**src/rtl/skyfe_pkg.sv**
```systemverilog
// Shared types, constants and the CORDIC angle table for the fisheye sky lookup.
package skyfe_pkg;

	// Datapath widths: vectoring lanes, angles (Q30 radians), rotation lanes
	localparam int VW = 36;
	localparam int AW = 34;
	localparam int RW = 30;

	// Request queue between front and back
	localparam int QDEPTH = 4;
	localparam int QPW    = 2;

	// Configuration register indexes
	localparam logic [1:0] REG_TEXTURE    = 2'd0;
	localparam logic [1:0] REG_ROWS       = 2'd1;
	localparam logic [1:0] REG_COLS       = 2'd2;
	localparam logic [1:0] REG_BACKGROUND = 2'd3;

	// Fixed-point constants, Q30
	localparam logic signed [AW-1:0] HALF_PI     = 34'sd1686629713;
	localparam logic signed [32:0]   KGAIN       = 33'sd1768195363;
	localparam logic signed [32:0]   INVK        = 33'sd652032874;
	localparam logic signed [32:0]   TWO_OVER_PI = 33'sd683565276;
	localparam logic [30:0]          ONE_Q30     = 31'd1073741824;

	// One classified request as it sits in the queue
	typedef struct packed {
		logic                 bg;   // background color applies
		logic                 ctr;  // x and y both zero: center pixel
		logic signed [VW-1:0] gx;   // pre-rotated x, always >= 0
		logic signed [VW-1:0] gy;   // pre-rotated y
		logic signed [AW-1:0] az;   // azimuth of the pre-rotation
		logic signed [31:0]   z;    // scaled z component
	} item_t;

	// Micro-rotation angle atan(2^-i) in Q30
	function automatic logic signed [AW-1:0] step_angle(input int i);
		logic signed [AW-1:0] r;
		case (i)
			0: r = 34'sh03243F6A8;
			1: r = 34'sh01DAC6705;
			2: r = 34'sh00FADBAFC;
			3: r = 34'sh007F56EA6;
			4: r = 34'sh003FEAB76;
			5: r = 34'sh001FFD55B;
			6: r = 34'sh000FFFAAA;
			7: r = 34'sh0007FFF55;
			8: r = 34'sh0003FFFEA;
			9: r = 34'sh0001FFFFD;
			default: r = (i <= 30) ? (34'sd1 <<< (30 - i)) : '0;
		endcase
		return r;
	endfunction

endpackage

```
**src/rtl/skyfe_front.sv**
```systemverilog
// Front end: scales the direction, flags background and center requests, pre-rotates into x >= 0.
module skyfe_front #(
	parameter int DIR_BITS = 16
) (
	input  logic signed [DIR_BITS-1:0] dir_x,
	input  logic signed [DIR_BITS-1:0] dir_y,
	input  logic signed [DIR_BITS-1:0] dir_z,
	input  logic                       texture_present,
	output skyfe_pkg::item_t           item
);

	logic signed [31:0]               xs, ys, zs;
	logic signed [skyfe_pkg::VW-1:0]  xw, yw;

	assign xs = 32'(dir_x) <<< (32 - DIR_BITS);
	assign ys = 32'(dir_y) <<< (32 - DIR_BITS);
	assign zs = 32'(dir_z) <<< (32 - DIR_BITS);
	assign xw = skyfe_pkg::VW'(xs);
	assign yw = skyfe_pkg::VW'(ys);

	always_comb begin
		item.bg  = !texture_present || dir_z[DIR_BITS-1];
		item.ctr = (dir_x == '0) && (dir_y == '0);
		item.z   = zs;
		if (xw < 0) begin
			if (yw >= 0) begin
				item.gx = yw;
				item.gy = -xw;
				item.az = skyfe_pkg::HALF_PI;
			end else begin
				item.gx = -yw;
				item.gy = xw;
				item.az = -skyfe_pkg::HALF_PI;
			end
		end else begin
			item.gx = xw;
			item.gy = yw;
			item.az = '0;
		end
	end

endmodule

```
**config.mk**
```make
export PLATFORM = sky130hd
export DESIGN_NAME = skyfe_front
export DESIGN_NICKNAME = d
export VERILOG_FILES = /design/src/rtl/skyfe_pkg.sv /design/src/rtl/skyfe_front.sv
export SDC_FILE = /design/constraint.sdc
export NUM_CORES = 1
export LEC_CHECK = 0
export BUFFER_PORTS_ARGS = -buffer_cell sky130_fd_sc_hd__buf_4
export CAP_MARGIN = 10
export CORE_MARGIN = 2
export CORE_UTILIZATION = 34
export DETAILED_ROUTE_END_ITERATION = 7
export GPL_ROUTABILITY_DRIVEN = 0
export PLACE_DENSITY = 0.84
export SETUP_SLACK_MARGIN = 0.15
export SYNTH_ARGS = -nofsm -noshare
export SYNTH_HDL_FRONTEND = slang
export SYNTH_SLANG_ARGS = --single-unit
```
**constraint.sdc**
```tcl
create_clock -name vclk -period 2.3
set_clock_uncertainty 0.1 [all_clocks]
set_input_delay 0.46 -clock vclk [all_inputs]
set_output_delay 0.46 -clock vclk [all_outputs]
set_load 0.02 [all_outputs]
```
==> results.tsv <==
metric	value	unit
drt-total-wl	6690	um
multi_input_area	0.00165	mm2
drtAntennaViolNets	0	
critPathMaxFanout	5	
row_count	26	
nClkBuffers	0	
pin_count	189	
crit_type	primary input to output port	
min_period	2.51	ns
drv_slew	0	
synth_top_cell_area_share	0.413	
synth_area_leaders	buf_4 41%, a21oi_1 8.8%, nor2_1 7.8%	
first_global_vias	1885	
holdWs	0.820	ns
dieArea	0.00595	mm2
start_util	0.354	
gr-usage-all-layers	0.192	
power	0.782	mW
violations	negative setup slack	
nFlopsAndLatches	0	
final-seq-area	0	um2
required	1.74	ns
ys_warn_count	0	
ys_types	34	
hold_viol_final	0	
post-route-util	0.604	
critical-path-top-delay-family	simple AND/OR/NAND/NOR gates	
hold_path_depth	0	
crit_arrival	1.95	ns
worst_pin_slew	0.515	ns
path_depth	6	
fill_cells	411	
synth_top_area_cell	buf_4	
grt_overflow	0	
maxCapViolCount	0	
drive_above_1_share	0.631	
cpPeakStageDelay	0.64	ns
rsz0062_at_grt	yes	
syn-cell-area	0.00182	mm2
syn2layout_area_growth	70.8	%
cp-end-kind	output port	
coreArea	0.00514	mm2
max-vdd-ir-drop	0.210	mV
finalSetupViolCount	19	
hp-class	primary input to output port	
placed_cells	421	
syn_inst	273	
outcome	complete, but fails checks	
max_freq	398	MHz
endpoint	item[128]	
wl_per_cell	15.5	um
die_h	77.1	um
syn_area_per_cell	6.66	um2
critical_path_buf_inv_count	2	
drt_pass1_iterations	4	
nets	413	
power_density	252	mW/mm2
io_buffers	107	
fin_ws	-0.214	ns
cp-startpoint	dir_y[3]	
ys_seq_area_frac	0	
n_antenna_cell	0	
cp-start-kind	primary input	
drc	0	
instances_no_fill	430	
fp.dieW	77.1	um
grt_antenna_before_repair	0	
first_iter_violations	115	
grt_first_pass_wirelength	9580	um
grt_max_degree	44	
dr_total_vias	2068	
power_leakage	1.48	nW
critical_path.cell_chain	buf_8, or4_4, o31ai_4, xor2_1, a21oi_2, buf_4	
viasPerCell	4.81	
slowest_stage	or4_4	
post-dp-hpwl	4420	um
timing.final.crit_share	1.09	
relSlewSlack	0.657	
==> metal layers <==
layer | up-vias | GRT usage | share of wire
li1 | 936 | - | -
met2 | 142 | 0.378 | 0.55
met3 | 16 | 0.0329 | 0.10
met1 | 974 | 0.214 | 0.33
met4 | 0 | 0.0357 | 0.017
met5 | - | 0 | 0
==> Yosys cell counts, drive strengths merged, types with 4 or more instances <==
master and n:
nor4 5, clkbuf 13, a31oi 4, xnor2 14, inv 10, nor2 38
nand2 4, o21ai 4, o41ai 7, buf 103, xor2 12, a21oi 32
==> power by group <==
part           switching [mW]  internal (mW)  leakage (nW)  total (mW)
sequential                  0              0             0           0
clock                       0              0             0           0
combinational           0.456          0.326          1.48       0.782
total                   0.456          0.326          1.48       0.782
==> stage by stage <==
stage	cell area, um2	setup WS, ns	setup TNS, ns
2_1_floorplan	2190	-0.0644	-0.145
3_3_place_gp	2500	-0.250	-2.32
3_5_place_dp	2500	-0.289	-2.71
4_1_cts	2910	-0.164	-1.24
5_1_grt	3110	-0.258	-2.94
6_report	3110	-0.214	-2.03
==> placed cells by master (no fill, tap or decap), types with 3 or more instances in the layout <==
cell type,instances
xnor2_1,7
nor2_2,3
buf_6,28
xnor2_2,7
buf_4,116
xor2_1,11
buf_8,6
or4_4,3
o31ai_4,3
inv_1,5
nor4_4,4
nor2_1,34
a21oi_1,10
conb_1,52
nor3_1,3
o41ai_4,6
a21oi_2,21
a31oi_4,4
==> worst min-delay path by stage <==
stage / slack [ns] / end / startpoint
finish: 0.82 / item[19] / dir_z[3]
global route: 0.82 / item[17] / dir_z[1]
CTS: 0.82 / item[23] / dir_z[7]
detailed placement: 0.82 / item[23] / dir_z[7]
global placement: 0.82 / item[23] / dir_z[7]
floorplan: 0.92 / item[97] / dir_x[13]
==> kinds of logic (layout without fill, tap and decap cells) <==
group,Yosys count,after routing,share of synthesized area
other cells,1,52,0.00206
compound gates,53,53,0.190
fa+ha+maj,2,2,0.0138
xor+xnor,26,26,0.125
simple gates,62,63,0.167
mux,2,2,0.0110
buf+inv,127,162,0.491
==> final cells by class <==
class,instances,area share
timing repair buffer,152,0.424
tap,70,0.0282
multi-input combinational,198,0.530
inverter,10,0.0181
==> timing repair <==
action                                 in CTS  in global routing
hold buffers                                0                  0
setup endpoints to repair                  25                 26
pin swaps                                  50                 21
gates cloned                                1                  0
buffers inserted                            4                  4
endpoints found under the hold margin       0                  0
gates resized for setup                    76                 29
No activity file was read; power rests on OpenSTA's default activity.
