==> src/rtl/skyfe_pkg.sv <==
// Shared types, constants and the CORDIC angle table for the fisheye sky lookup.
package skyfe_pkg;

	// Datapath widths: vectoring lanes, angles (Q30 radians), rotation lanes
	localparam int VW = 36;
	localparam int AW = 34;
	localparam int RW = 30;

	// Request queue between front and back
	localparam int QDEPTH = 4;
	localparam int QPW    = 2;

	// Configuration register indexes
	localparam logic [1:0] REG_TEXTURE    = 2'd0;
	localparam logic [1:0] REG_ROWS       = 2'd1;
	localparam logic [1:0] REG_COLS       = 2'd2;
	localparam logic [1:0] REG_BACKGROUND = 2'd3;

	// Fixed-point constants, Q30
	localparam logic signed [AW-1:0] HALF_PI     = 34'sd1686629713;
	localparam logic signed [32:0]   KGAIN       = 33'sd1768195363;
	localparam logic signed [32:0]   INVK        = 33'sd652032874;
	localparam logic signed [32:0]   TWO_OVER_PI = 33'sd683565276;
	localparam logic [30:0]          ONE_Q30     = 31'd1073741824;

	// One classified request as it sits in the queue
	typedef struct packed {
		logic                 bg;   // background color applies
		logic                 ctr;  // x and y both zero: center pixel
		logic signed [VW-1:0] gx;   // pre-rotated x, always >= 0
		logic signed [VW-1:0] gy;   // pre-rotated y
		logic signed [AW-1:0] az;   // azimuth of the pre-rotation
		logic signed [31:0]   z;    // scaled z component
	} item_t;

	// Micro-rotation angle atan(2^-i) in Q30
	function automatic logic signed [AW-1:0] step_angle(input int i);
		logic signed [AW-1:0] r;
		case (i)
			0: r = 34'sh03243F6A8;
			1: r = 34'sh01DAC6705;
			2: r = 34'sh00FADBAFC;
			3: r = 34'sh007F56EA6;
			4: r = 34'sh003FEAB76;
			5: r = 34'sh001FFD55B;
			6: r = 34'sh000FFFAAA;
			7: r = 34'sh0007FFF55;
			8: r = 34'sh0003FFFEA;
			9: r = 34'sh0001FFFFD;
			default: r = (i <= 30) ? (34'sd1 <<< (30 - i)) : '0;
		endcase
		return r;
	endfunction

endpackage

==> src/rtl/skyfe_queue.sv <==
// Short request queue decoupling the front end from the CORDIC back end.
module skyfe_queue (
	input  logic             clk,
	input  logic             arst_n,
	input  logic             push,
	input  skyfe_pkg::item_t push_item,
	output logic             full,
	input  logic             pop,
	output logic             head_valid,
	output skyfe_pkg::item_t head_item
);

	skyfe_pkg::item_t              mem_q [skyfe_pkg::QDEPTH];
	logic [skyfe_pkg::QPW-1:0]     wptr_q, rptr_q;
	logic [skyfe_pkg::QPW:0]       count_q;

	assign full       = (count_q == (skyfe_pkg::QPW+1)'(skyfe_pkg::QDEPTH));
	assign head_valid = (count_q != '0);
	assign head_item  = mem_q[rptr_q];

	always_ff @(posedge clk) begin
		if (push) begin
			mem_q[wptr_q] <= push_item;
		end
	end

	always_ff @(posedge clk or negedge arst_n) begin
		if (!arst_n) begin
			wptr_q  <= '0;
			rptr_q  <= '0;
			count_q <= '0;
		end else begin
			if (push) wptr_q <= wptr_q + 1'b1;
			if (pop)  rptr_q <= rptr_q + 1'b1;
			case ({push, pop})
				2'b10:   count_q <= count_q + 1'b1;
				2'b01:   count_q <= count_q - 1'b1;
				default: count_q <= count_q;
			endcase
		end
	end

endmodule

==> config.mk <==
export PLATFORM = sky130hd
export DESIGN_NAME = skyfe_queue
export DESIGN_NICKNAME = d
export VERILOG_FILES = /design/src/rtl/skyfe_pkg.sv /design/src/rtl/skyfe_queue.sv
export SDC_FILE = /design/constraint.sdc
export NUM_CORES = 1
export LEC_CHECK = 0
export BUFFER_PORTS_ARGS = -buffer_cell sky130_fd_sc_hd__buf_2
export CAP_MARGIN = 25
export CELL_PAD_IN_SITES_DETAIL_PLACEMENT = 0
export CELL_PAD_IN_SITES_GLOBAL_PLACEMENT = 1
export CORE_MARGIN = 1
export CORE_UTILIZATION = 55
export CTS_BUF_LIST = sky130_fd_sc_hd__clkbuf_8
export DETAILED_ROUTE_END_ITERATION = 8
export PLACE_DENSITY_LB_ADDON = 0.15
export SLEW_MARGIN = 20
export SYNTH_ARGS = -nofsm -noshare
export SYNTH_HDL_FRONTEND = slang
export SYNTH_SLANG_ARGS = --single-unit
==> constraint.sdc <==
create_clock -name clk -period 8.6 [get_ports clk]
set_input_delay 0.86 -clock clk [delete_from_list [all_inputs] [get_ports clk]]
set_output_delay 0.86 -clock clk [all_outputs]
set_load 0.02 [all_outputs]
==> flow_metrics.py, run 1 <==
metrics = {
    "status": {
        "status": "complete, no violations",
    },
    "timing": {
        "layout_worst_path_cycle_share": 0.522,
        "finClkSkew_ns": 0.0119,
        "setup_tns_ns": 0,
        "worstMarginPinSlew_ns": 1.07,
        "final_hold_viol_count": 0,
        "slew_headroom": 0.284,
        "timing.final.crit_period_ns": 4.49,
        "grt_setup_unrepaired": "false",
        "fmax_mhz": 223,
        "timing.final.max_slew_violations": 0,
        "report.final.setup_viol": 0,
    },
    "layout": {
        "post_route_cells_drive_above_1_share": 0.463,
        "final_cell_area_mm2": 0.0241,
        "layout_commonest_cell": "sky130_fd_sc_hd__edfxtp_1",
        "fillCellCount": 2377,
        "area_delta_synth_final_pct": 17.0,
        "nNetsFinal": 1274,
        "layout.cells.most_common_list": "sky130_fd_sc_hd__edfxtp_1 (560), sky130_fd_sc_hd__buf_2 (285), sky130_fd_sc_hd__mux4_2 (140)",
    },
    "clocking": {
        "post_cts_setup_bufs": 0,
        "cts_buffers": 88,
        "numClockSinks": 567,
        "worst_skew_pair.late_latency_ns": 0.64,
        "clock_tree_from_tritoncts": "yes",
        "clockRootBuffer": "sky130_fd_sc_hd__clkbuf_8",
        "worst_setup_hold_path_clk_slew_ns": 0.06,
        "post_cts_hold_buffer_count": 0,
        "cts_htree_levels": 3,
        "post_cts_resized": 0,
        "clock_path_buffers": 3,
    },
    "critical_path": {
        "cp-start-kind": "register",
        "rr_startpoint": "wptr_q[0]",
        "endpoint_type_of_the_worst_setup_path": "primary output",
        "slowest_stage": "sky130_fd_sc_hd__buf_4",
        "reg2reg_setup_slack_ns": 5.57,
        "worst-setup-path-type": "register to primary output",
        "worst_r2r_path_depth": 4,
        "cpMostUsedCell": "sky130_fd_sc_hd__buf_4",
        "timing.critical_path.fanout_max": 70,
        "timing.critical_path.arrival_ns": 3.63,
        "required_ns": 7.74,
        "cpPeakStageDelay_ns": 0.89,
        "cp_cell_sequence": "buf_4, buf_4, mux4_2, buf_2",
        "critical_path.reg2reg.endpoint": "mem_q[3][124]",
    },
    "logic_synthesis": {
        "post_synth_inst_count": 768,
        "warning_count_from_the_yosys_run": 0,
        "synth.cell_area_mm2": 0.0206,
        "synth.lib_cells_used.distinct": 18,
        "synth.net_count": 918,
        "postSynthRegisterBits": 567,
        "synth-seq-area-share": 0.826,
        "synth.avg_cell_area_um2": 26.8,
    },
    "floorplanning": {
        "initial_utilization": 0.561,
        "die-width_um": 195,
        "die_area_mm2": 0.0382,
        "ios": 286,
        "placementRows": 70,
        "dieHeight_um": 195,
        "floorplan.core_area_mm2": 0.0367,
    },
    "global_routing": {
        "track_usage": 0.201,
        "first_global_vias": 9773,
        "grt-ovfl-total": 0,
        "grt_start_max_net_pins": 120,
        "grt_pass1_wl_mm": 56.8,
        "antenna_violations_before_repair": 5,
    },
    "power_and_ir_drop": {
        "worst_ir_drop_vdd_v": 0.000202,
        "cellPowerDensity_mw_per_mm2": 349,
        "leakage_uw": 0.00833,
    },
    "placement": {
        "placed_cell_area_mm2": 0.0225,
        "final_estimated_routing_congestion_in_global_placement": 0.731,
        "hpwl_mm": 21.4,
        "place.port_buffers": 285,
    },
    "detailed_routing": {
        "drt_pass1_iterations": 4,
        "avgViaCountPerCell": 5.55,
        "drt_iter0_drc": 512,
        "route.detailed.drc": 0,
        "postRouteWirelength_mm": 37.5,
        "antenna_violating_nets_post_route": 0,
        "detailroute.via_count": 9190,
        "wire_per_inst_um": 22.6,
    },
    "min_path": {
        "hold_path.class": "input port to async pin",
    },
    "run": {
        "drv_cap": 0,
    },
}
-- logic make-up after synthesis --
kind of cell,after synthesis,share of synthesized area
flip-flops,567,0.826
AND/OR/NAND/NOR,9,0.00237
multiplexers,141,0.154
XOR/XNOR,6,0.00255
buffers and inverters,38,0.0116
adder cells (fa/ha/maj),6,0.00401
AO/OA/AOI/OAI,1,0.000243
-- report_power, final --
group	switching (uW)	total (uW)	leakage (uW)	internal, uW
Combinational	1600	2660	0.00223	1060
Clock	969	1970	0.000874	1000
Sequential	149	3770	0.00522	3620
Total	2720	8400	0.00833	5680
-- layer usage --
| layer | vias to the layer above | wire [um] | GRT usage |
|---|---|---|---|
| li1 | 4059 | - | - |
| met1 | 4798 | 15700 | 0.270 |
| met2 | 275 | 18600 | 0.319 |
| met3 | 50 | 2620 | 0.0613 |
| met4 | 8 | 548 | 0.0674 |
| met5 | - | 57 | 0 |
-- per-stage QoR --
stage	power, uW	util	hold slack [ns]	std cells	setup WS [ns]
2_1_floorplan	5740	-	0.448	768	4.02
3_3_place_gp	6510	0.613	0.470	1500	4.72
3_5_place_dp	6540	0.613	0.471	1500	4.74
4_1_cts	8530	0.655	0.0123	1651	4.04
5_1_grt	8790	0.656	0.0268	1653	3.95
6_report	8400	0.656	0.0681	1656	4.11
-- sequential cells by signal (all words and copies together), names as in the netlist --
name and flops:
mem_q 560, rptr_q 2, wptr_q 2, count_q 3
-- area by class of cell --
type,instances,area [um2],area share
multi-input cells,163,3360,0.140
inverters,6,22.5,0.000935
flip-flops and latches,567,17000,0.706
well taps,468,586,0.0243
diodes,3,7.51,0.000312
clock buffers,90,1240,0.0514
clock inverters,61,294,0.0122
repair buffers,298,1570,0.0652
-- cells in the mapped netlist, drive strengths merged --
library cell | n | area share
and2 | 4 | 0.0012
edfxtp | 560 | 0.82
mux4 | 140 | 0.15
mux2i | 1 | 0.00049
or3 | 1 | 0.00030
nor2 | 1 | 0.00018
xor2 | 4 | 0.0017
and3 | 1 | 0.00030
buf | 27 | 0.0096
inv | 6 | 0.0011
nand2 | 2 | 0.00036
xnor2 | 2 | 0.00085
fa | 1 | 0.00097
dfrtp | 7 | 0.0085
ha | 5 | 0.0030
o21ai | 1 | 0.00024
clkbuf | 5 | 0.00091
-- how the worst max path moves through the flow --
stage	end	cells past startpoint	slack, ns	start
after floorplan	mem_q[0][0]	1	4.02	push
after global placement	head_item[35]	4	4.72	rptr_q[1]
after detailed placement	head_item[69]	4	4.74	rptr_q[1]
after CTS	head_item[69]	4	4.04	rptr_q[1]
after global routing	head_item[69]	4	3.95	rptr_q[1]
final	head_item[35]	4	4.11	rptr_q[1]
-- worst max-delay path: cells and delay by family, from the launching register on --
family | cells | cell delay (ns)
multiplexers | 1 | 0.44
buffers and inverters | 3 | 1.79
flip-flops | 1 | 0.59
(Power assumes the default switching activity.)
==> inputs of run 2 (changes only) <==
- CORE_UTILIZATION: 55 -> 47
- clock period: 8.6 -> 3.9 ns (I/O delays scaled with it)
==> flow_metrics.py, run 2 (synthesis results as in run 1) <==
metrics = {
    "layout": {
        "largest_register_ff_count": 560,
        "layout.cells.most_common_list": "sky130_fd_sc_hd__edfxtp_1 (560), sky130_fd_sc_hd__buf_2 (285), sky130_fd_sc_hd__dlygate4sd3_1 (142)",
        "nNetsFinal": 1426,
        "fillCellCount": 3208,
        "area_delta_synth_final_pct": 25.9,
        "largest_reg_by_ff_count": "mem_q",
        "layout_commonest_cell": "sky130_fd_sc_hd__edfxtp_1",
        "top_regs": "mem_q x560, count_q x3",
        "post_route_cells_drive_above_1_share": 0.414,
        "utilization_after_layout": 0.600,
    },
    "global_routing": {
        "grt_pass1_wl_mm": 61.4,
        "grt-ovfl-total": 0,
        "grt_start_max_net_pins": 79,
        "first_global_vias": 10835,
        "antenna_violations_before_repair": 1,
        "track_usage": 0.186,
    },
    "power_and_ir_drop": {
        "leakage_uw": 0.00905,
        "worst_ir_drop_vdd_v": 0.000517,
        "cellPowerDensity_mw_per_mm2": 733,
    },
    "floorplanning": {
        "placementRows": 76,
        "floorplan.core_area_mm2": 0.0432,
        "initial_utilization": 0.477,
        "die_area_mm2": 0.0446,
        "die-width_um": 211,
        "ios": 286,
        "dieHeight_um": 211,
    },
    "run": {
        "drv_cap": 0,
    },
    "timing": {
        "worstMarginPinSlew_ns": 0.768,
        "layout_worst_path_cycle_share": 0.781,
        "grt_setup_unrepaired": "false",
        "timing.final.max_slew_violations": 0,
        "fmax_mhz": 328,
        "report.final.setup_viol": 0,
        "finClkSkew_ns": 0.0112,
        "timing.final.crit_period_ns": 3.05,
        "setup_tns_ns": 0,
        "slew_headroom": 0.488,
        "final_hold_viol_count": 0,
    },
    "critical_path": {
        "timing.critical_path.arrival_ns": 2.66,
        "rr_startpoint": "wptr_q[0]",
        "worst_r2r_path_depth": 4,
        "required_ns": 3.51,
        "timing.critical_path.fanout_max": 31,
        "endpoint_type_of_the_worst_setup_path": "primary output",
        "crit_start": "rptr_q[0]",
        "worst-setup-path-type": "register to primary output",
        "cp-start-kind": "register",
    },
    "placement": {
        "place.port_buffers": 285,
        "hpwl_mm": 23.9,
        "final_estimated_routing_congestion_in_global_placement": 0.704,
    },
    "min_path": {
        "hold_path.startpoint": "push",
        "hold_path.class": "input port to register",
        "min_path_cells": 2,
    },
    "detailed_routing": {
        "antenna_violating_nets_post_route": 0,
        "detailroute.via_count": 9817,
        "drt_iter0_drc": 550,
        "postRouteWirelength_mm": 40.4,
        "wire_per_inst_um": 20.9,
        "route.detailed.drc": 0,
        "drt_pass1_iterations": 6,
        "avgViaCountPerCell": 5.08,
    },
    "clocking": {
        "clock_tree_from_tritoncts": "yes",
        "numClockSinks": 567,
        "worst_skew_pair.late_latency_ns": 0.64,
        "cts_htree_levels": 3,
        "cts_buffers": 90,
        "clock_path_buffers": 3,
        "worst_setup_hold_path_clk_slew_ns": 0.06,
        "clockRootBuffer": "sky130_fd_sc_hd__clkbuf_8",
    },
    "status": {
        "status": "complete, no violations",
    },
}
[run 2: power by group]
group          internal (uW)  switching, uW  leakage, uW
Sequential              7960            400      0.00522
Clock                   2390           2160     0.000935
Combinational           2530           3560      0.00289
[run 2: path summary, 6_finish.rpt]
| path | endpoint | slack, ns |
|---|---|---|
| min | wptr_q[0] | 0.06 |
| max | head_item[111] | 0.85 |
| min reg2reg | count_q[2] | 0.50 |
| min in group asynchronous | count_q[2] | 0.13 |
| max in group asynchronous | rptr_q[1] | 3.59 |
| max reg2reg | mem_q[2][122] | 1.87 |
[run 2: per-stage QoR]
stage                     worst slack [ns]  instances  cell area [um2]  hold WS [ns]  power, uW
after floorplan                       1.12        768            20600        0.0944      12600
after global placement                1.42       1627            22900         0.234      14600
after detailed placement              1.42       1627            22900         0.239      14600
after CTS                            0.710       1930            25900       0.00598      19400
after global routing                 0.648       1930            25900        0.0558      19900
final                                0.853       1931            25900        0.0619      19000
[run 2: layer usage]
metal,up-vias,global-route usage,wire [um]
met2,257,0.307,20400
met3,70,0.0516,2460
li1,4357,-,-
met4,2,0.0747,978
met1,5131,0.233,16600
met5,-,0,10
[run 2: worst max-delay path, cell delays in order (launching register included)]
cell	delay (ns)
sky130_fd_sc_hd__dfrtp_4	0.86
sky130_fd_sc_hd__buf_4	0.42
sky130_fd_sc_hd__mux4_2	0.56
sky130_fd_sc_hd__buf_2	0.18
[run 2: final cells by class]
| type | count | area [um2] | share of cell area |
|---|---|---|---|
| inverter | 6 | 22.5 | 0.000869 |
| tap | 585 | 732 | 0.0282 |
| sequential | 567 | 17000 | 0.656 |
| clock inverter | 65 | 310 | 0.0120 |
| clock buffer | 96 | 1320 | 0.0510 |
| antenna | 1 | 2.50 | 0.0000966 |
| multi-input combinational | 163 | 3360 | 0.130 |
| timing repair buffer | 448 | 3170 | 0.122 |
[run 2: repair_timing]
item | 4_1_cts | 5_1_grt
setup buffers | 0 | 0
endpoints found under the hold margin | 569 | 0
hold buffers | 142 | 0
gates resized for setup | 0 | 0
==> inputs of run 3 (changes only) <==
- clock period: 3.9 -> 2.6 ns (I/O delays scaled with it)
==> flow_metrics.py, run 3 (synthesis results as in run 1) <==
metrics = {
    "clocking": {
        "cts_buffers": 90,
        "numClockSinks": 567,
        "clock_path_buffers": 3,
        "worst_skew_pair.late_latency_ns": 0.64,
        "cts_htree_levels": 3,
        "clockRootBuffer": "sky130_fd_sc_hd__clkbuf_8",
        "clock_tree_from_tritoncts": "yes",
        "worst_setup_hold_path_clk_slew_ns": 0.06,
    },
    "critical_path": {
        "timing.critical_path.arrival_ns": 2.28,
        "critical-path-top-delay-family": "multiplexers",
        "crit_start": "rptr_q[0]",
        "cpPeakStageDelay_ns": 0.59,
        "cp-start-kind": "register",
        "cp_cell_sequence": "buf_16, mux4_2, buf_2",
        "rr_startpoint": "wptr_q[0]",
        "timing.critical_path.buf_inv": 2,
        "worst-setup-path-type": "register to primary output",
        "reg2reg_setup_slack_ns": 0.75,
        "timing.critical_path.fanout_max": 39,
        "slowest_stage": "sky130_fd_sc_hd__mux4_2",
        "endpoint_type_of_the_worst_setup_path": "primary output",
        "required_ns": 2.34,
    },
    "global_routing": {
        "grt_pass1_wl_mm": 62.1,
        "grt-ovfl-total": 0,
        "antenna_violations_before_repair": 1,
        "track_usage": 0.189,
        "first_global_vias": 10981,
        "grt_start_max_net_pins": 82,
    },
    "floorplanning": {
        "initial_utilization": 0.477,
        "ios": 286,
        "die-width_um": 211,
        "floorplan.core_area_mm2": 0.0432,
        "die_area_mm2": 0.0446,
        "dieHeight_um": 211,
        "placementRows": 76,
    },
    "timing": {
        "timing.final.crit_period_ns": 2.54,
        "grt_setup_unrepaired": "true",
        "final_hold_viol_count": 0,
        "slew_headroom": 0.616,
        "layout_worst_path_cycle_share": 0.978,
        "report.final.setup_viol": 0,
        "finClkSkew_ns": 0.0235,
        "worst_hold_slack_ns": 0.376,
        "worstMarginPinSlew_ns": 0.577,
        "fmax_mhz": 393,
        "timing.final.max_slew_violations": 0,
    },
    "detailed_routing": {
        "avgViaCountPerCell": 5.07,
        "antenna_violating_nets_post_route": 0,
        "drt_pass1_iterations": 4,
        "wire_per_inst_um": 21.0,
        "detailroute.via_count": 9956,
        "route.detailed.drc": 0,
        "postRouteWirelength_mm": 41.2,
        "drt_iter0_drc": 482,
    },
    "layout": {
        "seq_area_mm2": 0.0170,
        "post_route_cells_drive_above_1_share": 0.425,
        "area_delta_synth_final_pct": 28.1,
        "largest_register_ff_count": 560,
        "layout.cells.most_common_list": "sky130_fd_sc_hd__edfxtp_1 (560), sky130_fd_sc_hd__buf_2 (278), sky130_fd_sc_hd__dlygate4sd3_1 (144)",
        "nNetsFinal": 1457,
        "top_regs": "mem_q x560, count_q x3",
        "largest_reg_by_ff_count": "mem_q",
        "fillCellCount": 3142,
        "layout_commonest_cell": "sky130_fd_sc_hd__edfxtp_1",
        "finalNonFillerCells": 1962,
        "final_cell_area_mm2": 0.0264,
        "multi_input_comb_area_mm2": 0.00336,
    },
    "min_path": {
        "hold_path.startpoint": "push_item[124]",
        "hold_path.class": "input port to register",
    },
    "placement": {
        "hpwl_mm": 24.9,
        "final_estimated_routing_congestion_in_global_placement": 0.737,
        "place.port_buffers": 285,
        "place_inst": 1646,
        "placed_cell_area_mm2": 0.0232,
    },
    "power_and_ir_drop": {
        "internal_power_uw": 19700,
        "power_frac_clock": 0.228,
        "leakage_uw": 0.00929,
        "seqPwrFrac": 0.425,
        "cellPowerDensity_mw_per_mm2": 1100,
        "power.total_uw": 29100,
        "worst_ir_drop_vdd_v": 0.000836,
        "p_switching_uw": 9410,
        "p_comb_frac": 0.347,
        "swShare": 0.323,
    },
    "run": {
        "drv_cap": 0,
    },
    "status": {
        "status": "complete, no violations",
    },
}
==> run 3: cell types whose count changed in the layout (fill, tap and decap cells not counted), moves of 4 or more <==
cell,delta
sky130_fd_sc_hd__buf_6,+6
sky130_fd_sc_hd__inv_6,+4
sky130_fd_sc_hd__buf_12,+8
sky130_fd_sc_hd__buf_4,+14
sky130_fd_sc_hd__buf_16,+4
sky130_fd_sc_hd__buf_2,-7
sky130_fd_sc_hd__inv_1,+4
==> run 3: through the flow <==
stage | setup slack [ns] | setup TNS, ns | util
2_1_floorplan | 0.543 | 0 | -
3_3_place_gp | 0.603 | 0 | 0.536
3_5_place_dp | 0.592 | 0 | 0.536
4_1_cts | -0.0390 | -0.208 | 0.608
5_1_grt | -0.0429 | -0.200 | 0.611
6_report | 0.0561 | 0 | 0.611
==> run 3: cell type report <==
type,count,share of cell area
Clock inverter,66,0.0105
Sequential cell,567,0.645
Timing Repair Buffer,479,0.139
Clock buffer,95,0.0496
Antenna cell,1,0.0000949
Inverter,6,0.000854
Multi-Input combinational cell,163,0.128
Tap cell,585,0.0278
==> run 3: power by group through the flow <==
| stage | clock network [uW] | registers (uW) | logic [uW] |
|---|---|---|---|
| 2_1_floorplan | 0 | 12400 | 6410 |
| 3_3_place_gp | 0 | 12500 | 9750 |
| 3_5_place_dp | 0 | 12600 | 9760 |
| 4_1_cts | 6870 | 12400 | 10200 |
| 5_1_grt | 7230 | 12500 | 10800 |
| 6_report | 6650 | 12400 | 10100 |
==> run 3: final timing paths <==
| check | endpoint | cells past startpoint |
|---|---|---|
| max reg2reg | mem_q[0][16] | 4 |
| min | mem_q[1][124] | 2 |
| min in group asynchronous | count_q[1] | 3 |
| max | head_item[64] | 3 |
| min reg2reg | count_q[2] | 1 |
| max in group asynchronous | rptr_q[0] | 3 |
==> run 3: routing by layer <==
| layer | global-route usage | vias to the layer above | part of all wire | wire length (um) |
|---|---|---|---|---|
| li1 | - | 4431 | - | - |
| met1 | 0.240 | 5176 | 0.41 | 16900 |
| met2 | 0.312 | 281 | 0.51 | 20900 |
| met3 | 0.0498 | 68 | 0.061 | 2510 |
| met4 | 0.0750 | 0 | 0.022 | 912 |
| met5 | 0 | - | 0 | 0 |
==> run 3: timing repair <==
item | in CTS | in global routing
gates cloned | 0 | 2
setup buffers | 4 | 4
hold buffers | 144 | 0
setup endpoints to repair | 100 | 66
gates resized for setup | 13 | 4
endpoints found under the hold margin | 571 | 0
